**config.mk**
```make
export PLATFORM = sky130hd
export DESIGN_NAME = look_disk_scheduler_flat
export DESIGN_NICKNAME = d
export VERILOG_FILES = /design/src/rtl/lds_pkg.sv /design/src/rtl/lds_req_if.sv /design/src/rtl/lds_res_if.sv /design/src/rtl/lds_dp.sv /design/src/rtl/lds_ctrl.sv /design/src/rtl/look_disk_scheduler.sv /design/src/flat_wrapper.sv
export SDC_FILE = /design/constraint.sdc
export NUM_CORES = 1
export LEC_CHECK = 0
export BUFFER_PORTS_ARGS = -buffer_cell sky130_fd_sc_hd__buf_2
export CORE_ASPECT_RATIO = 0.5
export CORE_MARGIN = 4
export CORE_UTILIZATION = 55
export DETAILED_ROUTE_END_ITERATION = 8
export PLACE_DENSITY = 0.79
export RECOVER_POWER = 100
export SYNTH_ARGS = -nofsm -noshare
export SYNTH_HDL_FRONTEND = slang
export SYNTH_HIERARCHICAL = 1
export SYNTH_SLANG_ARGS = --single-unit
```
**constraint.sdc**
```tcl
create_clock -name clk -period 5 [get_ports clk]
set_input_delay 0.75 -clock clk [delete_from_list [all_inputs] [get_ports clk]]
set_output_delay 0.75 -clock clk [all_outputs]
set_load 0.005 [all_outputs]
```
**src/rtl/lds_pkg.sv**
```systemverilog
// ----------------------------------------------------------------------------
// lds_pkg: shared definitions for the LOOK disk scheduler
// Sizes, register indexes, status codes and controller/datapath structs.
// ----------------------------------------------------------------------------
package lds_pkg;

	// Capacity of one batch and width of a stored cylinder.
	localparam int MAX_REQUESTS = 64;
	localparam int CYL_BITS     = 16;

	// Fixed field widths of the channels and the configuration port.
	localparam int CYL_FIELD_W = 16;
	localparam int MOVE_W      = 22;
	localparam int STATUS_W    = 2;
	localparam int CFG_IDX_W   = 2;
	localparam int CFG_DATA_W  = 16;

	// Derived sizes.
	localparam int IDX_BITS = (MAX_REQUESTS > 1) ? $clog2(MAX_REQUESTS) : 1;
	localparam int CNT_BITS = $clog2(MAX_REQUESTS + 1);
	localparam int WIDE_W   = (CYL_BITS > CYL_FIELD_W) ? CYL_BITS : CYL_FIELD_W;

	localparam logic [MOVE_W-1:0] MOVE_MAX = {MOVE_W{1'b1}};

	// Configuration register indexes.
	localparam logic [CFG_IDX_W-1:0] CFG_DISK_SIZE   = 2'd0;
	localparam logic [CFG_IDX_W-1:0] CFG_START_HEAD  = 2'd1;
	localparam logic [CFG_IDX_W-1:0] CFG_SWEEP_RIGHT = 2'd2;

	// Result status codes.
	localparam logic [STATUS_W-1:0] ST_OK       = 2'd0;
	localparam logic [STATUS_W-1:0] ST_INVALID  = 2'd1;
	localparam logic [STATUS_W-1:0] ST_OVERFLOW = 2'd2;

	// Commands from the controller to the datapath.
	typedef struct packed {
		logic store;        // write the incoming request, bump the count
		logic err;          // load an error result, drop the batch
		logic begin_batch;  // head to start position, clear marks and sums
		logic scan_init;    // restart the scan over the stored requests
		logic scan_step;    // issue one store read
		logic flip_side;    // switch to the other sweep direction
		logic emit;         // load the picked request as a result
		logic finish;       // batch done, empty the store
	} lds_cmd_t;

	// Status from the datapath to the controller.
	typedef struct packed {
		logic invalid;      // incoming cylinder exceeds the disk size
		logic overflow;     // store already full
		logic scan_last;    // the read being issued is the last entry
		logic found;        // the scan found a candidate
		logic last_pick;    // the next result is the final one of the batch
		logic out_free;     // result register can take a new result
	} lds_sts_t;

	// Bring a request field to the stored cylinder width.
	function automatic logic [CYL_BITS-1:0] to_cyl(input logic [CYL_FIELD_W-1:0] c);
		logic [63:0] w;
		w = 64'(c);
		return w[CYL_BITS-1:0];
	endfunction

endpackage

```
**src/rtl/lds_req_if.sv**
```systemverilog
// ----------------------------------------------------------------------------
// lds_req_if: request channel
// Valid/ready channel carrying one cylinder request per transaction.
// ----------------------------------------------------------------------------
interface lds_req_if;
	logic                             valid;
	logic                             ready;
	logic [lds_pkg::CYL_FIELD_W-1:0] cylinder;
	logic                             batch_end;

	modport source(output valid, output cylinder, output batch_end, input ready);
	modport sink(input valid, input cylinder, input batch_end, output ready);
endinterface

```
**src/rtl/lds_res_if.sv**
```systemverilog
// ----------------------------------------------------------------------------
// lds_res_if: result channel
// Valid/ready channel carrying one served cylinder per transaction.
// ----------------------------------------------------------------------------
interface lds_res_if;
	logic                             valid;
	logic                             ready;
	logic [lds_pkg::CYL_FIELD_W-1:0] served_cylinder;
	logic [lds_pkg::MOVE_W-1:0]      total_movement;
	logic [lds_pkg::STATUS_W-1:0]    status;
	logic                             run_last;

	modport source(output valid, output served_cylinder, output total_movement,
		output status, output run_last, input ready);
	modport sink(input valid, input served_cylinder, input total_movement,
		input status, input run_last, output ready);
endinterface

```
**src/rtl/lds_dp.sv**
```systemverilog
// ----------------------------------------------------------------------------
// lds_dp: scheduler datapath
// Configuration registers, request store, scan compare, head and movement
// tracking, and the result register.
// ----------------------------------------------------------------------------
module lds_dp (
	input  logic                              clk,
	input  logic                              arst_n,
	input  logic                              cfg_we,
	input  logic [lds_pkg::CFG_IDX_W-1:0]    cfg_index,
	input  logic [lds_pkg::CFG_DATA_W-1:0]   cfg_wdata,
	input  logic [lds_pkg::CYL_FIELD_W-1:0]  cylinder,
	input  lds_pkg::lds_cmd_t                cmd,
	output lds_pkg::lds_sts_t                sts,
	input  logic                              res_ready,
	output logic                              res_valid,
	output logic [lds_pkg::CYL_FIELD_W-1:0]  res_served_cylinder,
	output logic [lds_pkg::MOVE_W-1:0]       res_total_movement,
	output logic [lds_pkg::STATUS_W-1:0]     res_status,
	output logic                              res_run_last
);

	localparam int W = lds_pkg::WIDE_W;

	logic [15:0]                     disk_size_q;
	logic [15:0]                     start_head_q;
	logic                            sweep_right_q;

	logic [lds_pkg::CYL_BITS-1:0]   store_mem [lds_pkg::MAX_REQUESTS];
	logic [lds_pkg::CNT_BITS-1:0]   count_q;
	logic [lds_pkg::CNT_BITS-1:0]   served_q;
	logic [lds_pkg::MAX_REQUESTS-1:0] marks_q;

	logic [lds_pkg::IDX_BITS-1:0]   idx_q;
	logic                            valid_s1;
	logic [lds_pkg::CYL_BITS-1:0]   rdata_s1;
	logic [lds_pkg::IDX_BITS-1:0]   idx_s1;
	logic                            mark_s1;

	logic                            side_q;
	logic                            found_q;
	logic [W-1:0]                    best_q;
	logic [lds_pkg::IDX_BITS-1:0]   best_idx_q;

	logic [W-1:0]                    head_q;
	logic [lds_pkg::MOVE_W-1:0]     sum_q;

	logic [lds_pkg::CYL_BITS-1:0]   cyl_in;
	logic [W-1:0]                    v_s1;
	logic [W-1:0]                    start_w;
	logic                            upper_side;
	logic                            better;
	logic                            take;
	logic [W-1:0]                    travel;
	logic [32:0]                     sum_wide;
	logic [lds_pkg::MOVE_W-1:0]     sum_next;

	assign cyl_in  = lds_pkg::to_cyl(cylinder);
	assign v_s1    = W'(rdata_s1);
	assign start_w = W'(start_head_q);

	// Candidate test on the entry just read.
	assign upper_side = (v_s1 >= start_w);
	assign better     = side_q ? (v_s1 < best_q) : (v_s1 > best_q);
	assign take       = valid_s1 && !mark_s1 && (upper_side == side_q) &&
		(!found_q || better);

	// Movement to the picked cylinder, saturating.
	assign travel   = (best_q > head_q) ? (best_q - head_q) : (head_q - best_q);
	assign sum_wide = 33'(sum_q) + 33'(travel);
	assign sum_next = (sum_wide > 33'(lds_pkg::MOVE_MAX)) ? lds_pkg::MOVE_MAX
		: sum_wide[lds_pkg::MOVE_W-1:0];

	assign sts.invalid   = (W'(cyl_in) > W'(disk_size_q));
	assign sts.overflow  = (count_q >= lds_pkg::CNT_BITS'(lds_pkg::MAX_REQUESTS));
	assign sts.scan_last = (lds_pkg::CNT_BITS'(idx_q) == (count_q - 1'b1));
	assign sts.found     = found_q;
	assign sts.last_pick = (served_q == (count_q - 1'b1));
	assign sts.out_free  = !res_valid || res_ready;

	// Configuration registers.
	always_ff @(posedge clk or negedge arst_n) begin
		if (!arst_n) begin
			disk_size_q   <= 16'hFFFF;
			start_head_q  <= '0;
			sweep_right_q <= 1'b1;
		end else if (cfg_we) begin
			unique case (cfg_index)
				lds_pkg::CFG_DISK_SIZE:   disk_size_q   <= cfg_wdata;
				lds_pkg::CFG_START_HEAD:  start_head_q  <= cfg_wdata;
				lds_pkg::CFG_SWEEP_RIGHT: sweep_right_q <= cfg_wdata[0];
				default: ;
			endcase
		end
	end

	// Request store: one write port, one registered read port.
	always_ff @(posedge clk) begin
		if (cmd.store) begin
			store_mem[count_q[lds_pkg::IDX_BITS-1:0]] <= cyl_in;
		end
		if (cmd.scan_step) begin
			rdata_s1 <= store_mem[idx_q];
			idx_s1   <= idx_q;
			mark_s1  <= marks_q[idx_q];
		end
	end

	// Batch control state.
	always_ff @(posedge clk or negedge arst_n) begin
		if (!arst_n) begin
			count_q  <= '0;
			served_q <= '0;
			marks_q  <= '0;
			idx_q    <= '0;
			valid_s1 <= 1'b0;
			side_q   <= 1'b0;
			found_q  <= 1'b0;
			head_q   <= '0;
			sum_q    <= '0;
		end else begin
			valid_s1 <= cmd.scan_step;
			if (cmd.err || cmd.finish) begin
				count_q <= '0;
			end else if (cmd.store) begin
				count_q <= count_q + 1'b1;
			end
			if (cmd.begin_batch) begin
				marks_q  <= '0;
				served_q <= '0;
				head_q   <= start_w;
				sum_q    <= '0;
				side_q   <= sweep_right_q;
			end else begin
				if (cmd.flip_side) begin
					side_q <= !side_q;
				end
				if (cmd.emit) begin
					marks_q[best_idx_q] <= 1'b1;
					served_q            <= served_q + 1'b1;
					head_q              <= best_q;
					sum_q               <= sum_next;
				end
			end
			if (cmd.scan_init) begin
				idx_q   <= '0;
				found_q <= 1'b0;
			end else begin
				if (cmd.scan_step) begin
					idx_q <= idx_q + 1'b1;
				end
				if (take) begin
					found_q <= 1'b1;
				end
			end
		end
	end

	// Best candidate of the current scan.
	always_ff @(posedge clk) begin
		if (take && !cmd.scan_init) begin
			best_q     <= v_s1;
			best_idx_q <= idx_s1;
		end
	end

	// Result register.
	always_ff @(posedge clk or negedge arst_n) begin
		if (!arst_n) begin
			res_valid <= 1'b0;
		end else if (cmd.err || cmd.emit) begin
			res_valid <= 1'b1;
		end else if (res_ready) begin
			res_valid <= 1'b0;
		end
	end

	always_ff @(posedge clk) begin
		if (cmd.err) begin
			res_served_cylinder <= '0;
			res_total_movement  <= '0;
			res_status          <= sts.invalid ? lds_pkg::ST_INVALID : lds_pkg::ST_OVERFLOW;
			res_run_last        <= 1'b1;
		end else if (cmd.emit) begin
			res_served_cylinder <= best_q[lds_pkg::CYL_FIELD_W-1:0];
			res_total_movement  <= sum_next;
			res_status          <= lds_pkg::ST_OK;
			res_run_last        <= sts.last_pick;
		end
	end

endmodule

```
**src/rtl/lds_ctrl.sv**
```systemverilog
// ----------------------------------------------------------------------------
// lds_ctrl: scheduler controller
// Sequences loading, the selection scans of both sweep sides, and emission.
// ----------------------------------------------------------------------------
module lds_ctrl (
	input  logic              clk,
	input  logic              arst_n,
	input  logic              req_valid,
	input  logic              req_batch_end,
	output logic              req_ready,
	input  lds_pkg::lds_sts_t sts,
	output lds_pkg::lds_cmd_t cmd
);

	localparam logic [1:0] S_IDLE   = 2'd0;
	localparam logic [1:0] S_SCAN   = 2'd1;
	localparam logic [1:0] S_DRAIN  = 2'd2;
	localparam logic [1:0] S_DECIDE = 2'd3;

	logic [1:0] state_q;
	logic [1:0] state_d;
	logic       first_side_q;
	logic       accept;

	assign req_ready = (state_q == S_IDLE) && sts.out_free;
	assign accept    = req_valid && req_ready;

	always_comb begin
		cmd     = '0;
		state_d = state_q;
		unique case (state_q)
			S_IDLE: begin
				if (accept) begin
					if (sts.invalid || sts.overflow) begin
						cmd.err = 1'b1;
					end else begin
						cmd.store = 1'b1;
						if (req_batch_end) begin
							cmd.begin_batch = 1'b1;
							cmd.scan_init   = 1'b1;
							state_d         = S_SCAN;
						end
					end
				end
			end
			S_SCAN: begin
				cmd.scan_step = 1'b1;
				if (sts.scan_last) begin
					state_d = S_DRAIN;
				end
			end
			S_DRAIN: begin
				state_d = S_DECIDE;
			end
			S_DECIDE: begin
				if (sts.found) begin
					if (sts.out_free) begin
						cmd.emit = 1'b1;
						if (sts.last_pick) begin
							cmd.finish = 1'b1;
							state_d    = S_IDLE;
						end else begin
							cmd.scan_init = 1'b1;
							state_d       = S_SCAN;
						end
					end
				end else if (first_side_q) begin
					cmd.flip_side = 1'b1;
					cmd.scan_init = 1'b1;
					state_d       = S_SCAN;
				end else begin
					cmd.finish = 1'b1;
					state_d    = S_IDLE;
				end
			end
			default: state_d = S_IDLE;
		endcase
	end

	always_ff @(posedge clk or negedge arst_n) begin
		if (!arst_n) begin
			state_q      <= S_IDLE;
			first_side_q <= 1'b0;
		end else begin
			state_q <= state_d;
			if (cmd.begin_batch) begin
				first_side_q <= 1'b1;
			end else if (cmd.flip_side) begin
				first_side_q <= 1'b0;
			end
		end
	end

endmodule

```
**src/rtl/look_disk_scheduler.sv**
```systemverilog
// A good request that does not end its batch gives no result.
// An error result is registered and appears in the cycle after the offending transaction.
// A batch of N requests takes one scan of all N stored entries per served cylinder, plus
// one more scan whenever the side served second is not empty.
// That time is set by the single read port of the request store, swept once per pick.
// Reset is asynchronous, active low; it restores the default configuration and empties the store.
// ----------------------------------------------------------------------------
// look_disk_scheduler: LOOK disk-arm scheduler
// Collects a batch of cylinder requests and emits them in LOOK service order
// together with the running total head movement.
// ----------------------------------------------------------------------------
module look_disk_scheduler (
	input  logic                             clk,
	input  logic                             arst_n,
	input  logic                             cfg_we,
	input  logic [lds_pkg::CFG_IDX_W-1:0]   cfg_index,
	input  logic [lds_pkg::CFG_DATA_W-1:0]  cfg_wdata,
	lds_req_if.sink                          req,
	lds_res_if.source                        res
);

	// The controller and the datapath talk only through these two groups.
	lds_pkg::lds_cmd_t cmd;
	lds_pkg::lds_sts_t sts;

	// The controller owns the request handshake. Requests are taken one per
	// cycle while no batch is being ordered and the result register can
	// accept an error result, should the request turn out to be bad.
	// Once the final request of a batch is taken, the controller repeatedly
	// sweeps the request store: each sweep finds the nearest unserved request
	// in the current direction, and each find becomes one result transaction.
	// When the first direction runs dry the controller turns to the other one.
	lds_ctrl u_ctrl (
		.clk           (clk),
		.arst_n        (arst_n),
		.req_valid     (req.valid),
		.req_batch_end (req.batch_end),
		.req_ready     (req.ready),
		.sts           (sts),
		.cmd           (cmd)
	);

	// The datapath holds the configuration registers, the request store, the
	// per-entry served marks, the head position and movement sum, and the
	// result register that drives the result channel.
	lds_dp u_dp (
		.clk                 (clk),
		.arst_n              (arst_n),
		.cfg_we              (cfg_we),
		.cfg_index           (cfg_index),
		.cfg_wdata           (cfg_wdata),
		.cylinder            (req.cylinder),
		.cmd                 (cmd),
		.sts                 (sts),
		.res_ready           (res.ready),
		.res_valid           (res.valid),
		.res_served_cylinder (res.served_cylinder),
		.res_total_movement  (res.total_movement),
		.res_status          (res.status),
		.res_run_last        (res.run_last)
	);

endmodule
```
**src/flat_wrapper.sv**
```systemverilog
// flat-port wrapper written by rule: the top's interface ports become plain ports
module look_disk_scheduler_flat 
  (clk, arst_n, cfg_we, cfg_index, cfg_wdata, req_valid, req_cylinder, req_batch_end, req_ready, res_valid, res_served_cylinder, res_total_movement, res_status, res_run_last, res_ready);
  lds_req_if req_i ();
  lds_res_if res_i ();
  input  logic clk;
  input  logic arst_n;
  input  logic cfg_we;
  input  logic [lds_pkg::CFG_IDX_W-1:0] cfg_index;
  input  logic [lds_pkg::CFG_DATA_W-1:0] cfg_wdata;
  input wire logic [$bits(req_i.valid)-1:0] req_valid;
  input wire logic [$bits(req_i.cylinder)-1:0] req_cylinder;
  input wire logic [$bits(req_i.batch_end)-1:0] req_batch_end;
  output wire logic [$bits(req_i.ready)-1:0] req_ready;
  output wire logic [$bits(res_i.valid)-1:0] res_valid;
  output wire logic [$bits(res_i.served_cylinder)-1:0] res_served_cylinder;
  output wire logic [$bits(res_i.total_movement)-1:0] res_total_movement;
  output wire logic [$bits(res_i.status)-1:0] res_status;
  output wire logic [$bits(res_i.run_last)-1:0] res_run_last;
  input wire logic [$bits(res_i.ready)-1:0] res_ready;
  assign req_i.valid = req_valid;
  assign req_i.cylinder = req_cylinder;
  assign req_i.batch_end = req_batch_end;
  assign req_ready = req_i.ready;
  assign res_valid = res_i.valid;
  assign res_served_cylinder = res_i.served_cylinder;
  assign res_total_movement = res_i.total_movement;
  assign res_status = res_i.status;
  assign res_run_last = res_i.run_last;
  assign res_i.ready = res_ready;
  look_disk_scheduler u_core (.clk(clk), .arst_n(arst_n), .cfg_we(cfg_we), .cfg_index(cfg_index), .cfg_wdata(cfg_wdata), .req(req_i), .res(res_i));
endmodule
```
==> metrics.md <==
| Metric | Value |
|---|---|
| Status | finished with violations |
| Failing checks | max-capacitance violations, max-slew violations |
| Met2 Wirelength | between 60 and 70 mm |
| Max Cap Violations | 23 |
| Post-synth top cells | edfxtp_1, mux4_2, nor2_1 |
| Synth unique cells | 78 |
| Router iterations before antenna repair | 6 |
| Yosys top cell by area | edfxtp_1 |
| Synth Register Bits | 1,272 |
| Reg2Reg Setup Slack | slightly below 0.02 ns |
| Predominant post-synthesis flop cell | edfxtp_1 |
| Dpl hpwl | 81.7 mm |
| Row cnt | slightly below 80 |
| Post-Layout Inst Area | 0.0590 mm² |
| Cell with the most instances after synthesis | edfxtp_1 |
| Critical path type | reg2reg |
| Layout cells sized above 1 | 0.242 |
| Startpoint Class | flop |
| I/O pin count | 83 |
| First-pass GRT wire length | 205 mm |
| Sw Ratio | 0.336 |
| Wire length on met1 | between 50 and 60 mm |
| Remaining global-route overflow | 0 |
| Die H | between 200 and 250 µm |
| Cells after Synth | between 2k and 3k |
| Latest clock arrival within the worst-skew pair | 0.73 ns |
| Seq pwr share | 0.384 |
| Ys Warns | 6 |
| CTS tree | built |
| All-layer global routing usage | 0.281 |
| Highest metal used | met5 |
| Filler cells | 6,154 |
| Initial antenna violation count | 16 |
| CP Capture Type | flop |
| Number of flops mapped to enable cells by yosys | about 1.1k |
| WL/cell | roughly 31 µm |
| Worst EP required | 5.59 ns |
| Minimum clock period | roughly 5.0 ns |
| Metal3 WL | 16.3 mm |
| Internal | roughly 23 mW |
| Drt via density | roughly 6.6 |
| FF-to-FF path depth | 7 |
| Placed Area | between 0.05 and 0.06 mm² |
| Fin nets | 3,256 |
| Setup TNS | 0 ns |
| Pwr Total | 34.3 mW |
| Clock Sink Count | between 1k and 1.5k |
| I/O Buffers | 82 |
| Reg-to-Reg End | u_core/u_ctrl/state_q[1] |
| # H-tree levels | 3 |
| CP cell instances | clkbuf_4, xor2_1, nand4_1, nor3_1, o21ai_0, a21oi_1, mux2_1 |
| CP max FO | 63 |
| Async set-reset flop share out of synthesis | 0.127 |
| DRT antenna net count | 0 |
| Iter 0 DRT Violations | between 4k and 5k |
| Pwr Density | approximately 580 mW/mm² |
| Hold Path Class | in2async |
| Post-synthesis sequential area ratio | 0.703 |
| Slowest CP cell | dfrtp_1 |
| Die area | slightly above 0.1 mm² |
| Vias in the first global route | approximately 30k |
| Rel. slew slack | -1.06 |
| Cts bufs inserted | between 100 and 150 |
| Final weighted congestion in routability-driven placement | ~0.90 |
| Post-Syn Nets | around 3.0k |
| Pleak | 20.1 nW |
| Clock slew at reported path FFs | 0.07 ns |
| Routed vias | 29.5k |
| WL final | about 140 mm |
| DRC errors left | 0 |
| CTS Root Cell | clkbuf_16 |
| Power share of the clock group | 0.244 |
| Post-Route Skew | 0.0255 ns |
| Fmax achieved | 201 MHz |
| Top post-synthesis cells by area | edfxtp_1, mux4_2, dfrtp_1 |
| Final Hold Viols | 0 |
| NetSw | roughly 12 mW |
| Combinational Power Share | 0.372 |
| FF-to-FF Start | u_core/u_dp/idx_q[1] |
| CP peak stage delay | between 1.5 and 2 ns |
| Worst slew pin tran | roughly 3 ns |
| DIE WIDTH | between 400 and 500 µm |
| RSZ-0062 raised after global routing | no |
| Max VDD drop | between 0.5 and 0.6 mV |
| Starting density of the core | 0.560 |
| P&R area growth vs syn | 12.1% |
| Final setup violation count | 0 |
| Slew Limit Fails | 1,198 |
| Fin crit share | 0.996 |
| Mapped Avg Cell Area | ~18 µm² |
| Mapped Area | between 0.05 and 0.06 mm² |
| Largest net degree at the start of global routing | 80 |
| Core area | ~0.094 mm² |
| Cts hold-fix bufs | 0 |
| Synth top area share | 0.611 |
| Crit path DAT | approximately 5.6 ns |
| CTS max path bufs | 3 |
## power by group through the flow
stage	combinational, mW	clock [mW]	sequential, mW
after floorplan	8.39	0	12.9
after global placement	11.7	0	13.3
after detailed placement	12.0	0	13.4
after CTS	12.3	8.44	13.1
after global routing	13.6	8.94	13.2
final	12.8	8.36	13.2
## registers in the layout, indices dropped and copies added, names as in the netlist, 2 cells and up
signal	flops
u_core/u_dp/res_served_cylinder	16
u_core/u_dp/best_idx_q	6
u_core/u_dp/head_q	16
u_core/u_dp/res_total_movement	22
u_core/u_dp/count_q	7
u_core/u_dp/store_mem	1024
u_core/u_dp/marks_q	64
u_core/u_dp/rdata_s1	16
u_core/u_dp/idx_s1	6
u_core/u_dp/sum_q	22
u_core/u_dp/served_q	7
u_core/u_dp/idx_q	6
u_core/u_dp/start_head_q	16
u_core/u_dp/res_status	2
u_core/u_ctrl/state_q	2
u_core/u_dp/best_q	16
u_core/u_dp/disk_size_q	16
## metal layers
metal | vias to the layer above | GRT usage
met5 | - | 0
met4 | 8 | 0.104
met3 | 421 | 0.0688
met2 | 2095 | 0.449
met1 | 15120 | 0.381
li1 | 11884 | -
## cell usage in the layout (no fill, tap or decap), types with 25 or more instances in the layout
cell,instances
a21o_1,25
buf_4,63
clkbuf_2,46
clkbuf_16,109
edfxtp_1,1071
a21oi_1,103
inv_1,82
ha_1,102
nor3_1,45
xnor2_1,25
mux2i_1,47
dfrtp_1,143
mux4_2,357
nor2_1,251
o21ai_0,62
xor2_1,31
buf_2,33
nand2_1,80
clkbuf_1,115
dfxtp_1,39
## repair_timing
action                                  in CTS  in global routing
buffers inserted                             2                  8
endpoints found under the setup margin      42                 44
pin swaps                                    2                 20
endpoints found under the hold margin        0                  0
resized for setup                            4                 38
gates cloned                                 0                  2
## worst max-delay path, delay by kind of cell, from the launching register on
kind,cells,cell delay [ns]
AOI/OAI and AO/OA,2,0.54
xor gates and xnor gates,1,0.21
buffers and inverters,1,1.11
DFF,1,1.77
muxes,1,0.36
and+or+nand+nor,2,0.80
## stage by stage
stage | util | std cells | worst slack, ns | hold WS (ns)
floorplan | - | 2882 | 0.266 | 0.400
global placement | 0.598 | 4242 | -0.00125 | 0.403
detailed placement | 0.598 | 4242 | -0.196 | 0.407
CTS | 0.635 | 4441 | 0.00203 | 0.107
global route | 0.628 | 4458 | 0.00207 | 0.128
finish | 0.628 | 4466 | 0.0194 | 0.0914
## cell type report
cell class / count / area (µm²) / area share
Antenna cell: 15 / 37.5 / 0.000636
Inverter: 85 / 320 / 0.00543
Clock buffer: 141 / 2900 / 0.0491
Sequential cell: 1272 / 37000 / 0.627
Timing Repair Buffer: 267 / 1730 / 0.0293
Multi-Input combinational cell: 1375 / 14900 / 0.252
Tap cell: 1255 / 1570 / 0.0266
Clock inverter: 56 / 551 / 0.00933
## worst max-delay path by stage
stage                     startpoint                                 end  slack, ns  cells after the start
2_1_floorplan        req_cylinder[9]        u_core/u_dp/store_mem[34][0]       0.27                     13
3_3_place_gp   u_core/u_dp/best_q[0]  u_core/u_dp/res_total_movement[16]     -0.001                     20
3_5_place_dp   u_core/u_dp/best_q[0]   u_core/u_dp/res_total_movement[7]      -0.20                     21
4_1_cts        u_core/u_dp/best_q[0]  u_core/u_dp/res_total_movement[10]      0.002                     22
5_1_grt              req_cylinder[9]         u_core/u_dp/store_mem[1][9]      0.002                     17
6_report        u_core/u_dp/idx_q[1]            u_core/u_ctrl/state_q[1]       0.02                      7
## logic make-up after synthesis
logic type      Yosys count  share of synthesized area
xor+xnor                 57                    0.00948
simple gates            503                     0.0439
fa+ha+maj               108                     0.0261
compound gates          277                     0.0328
mux                     429                      0.167
buf+inv                 236                     0.0180
flops                  1272                      0.703
Power figures use the tool's default switching activity.
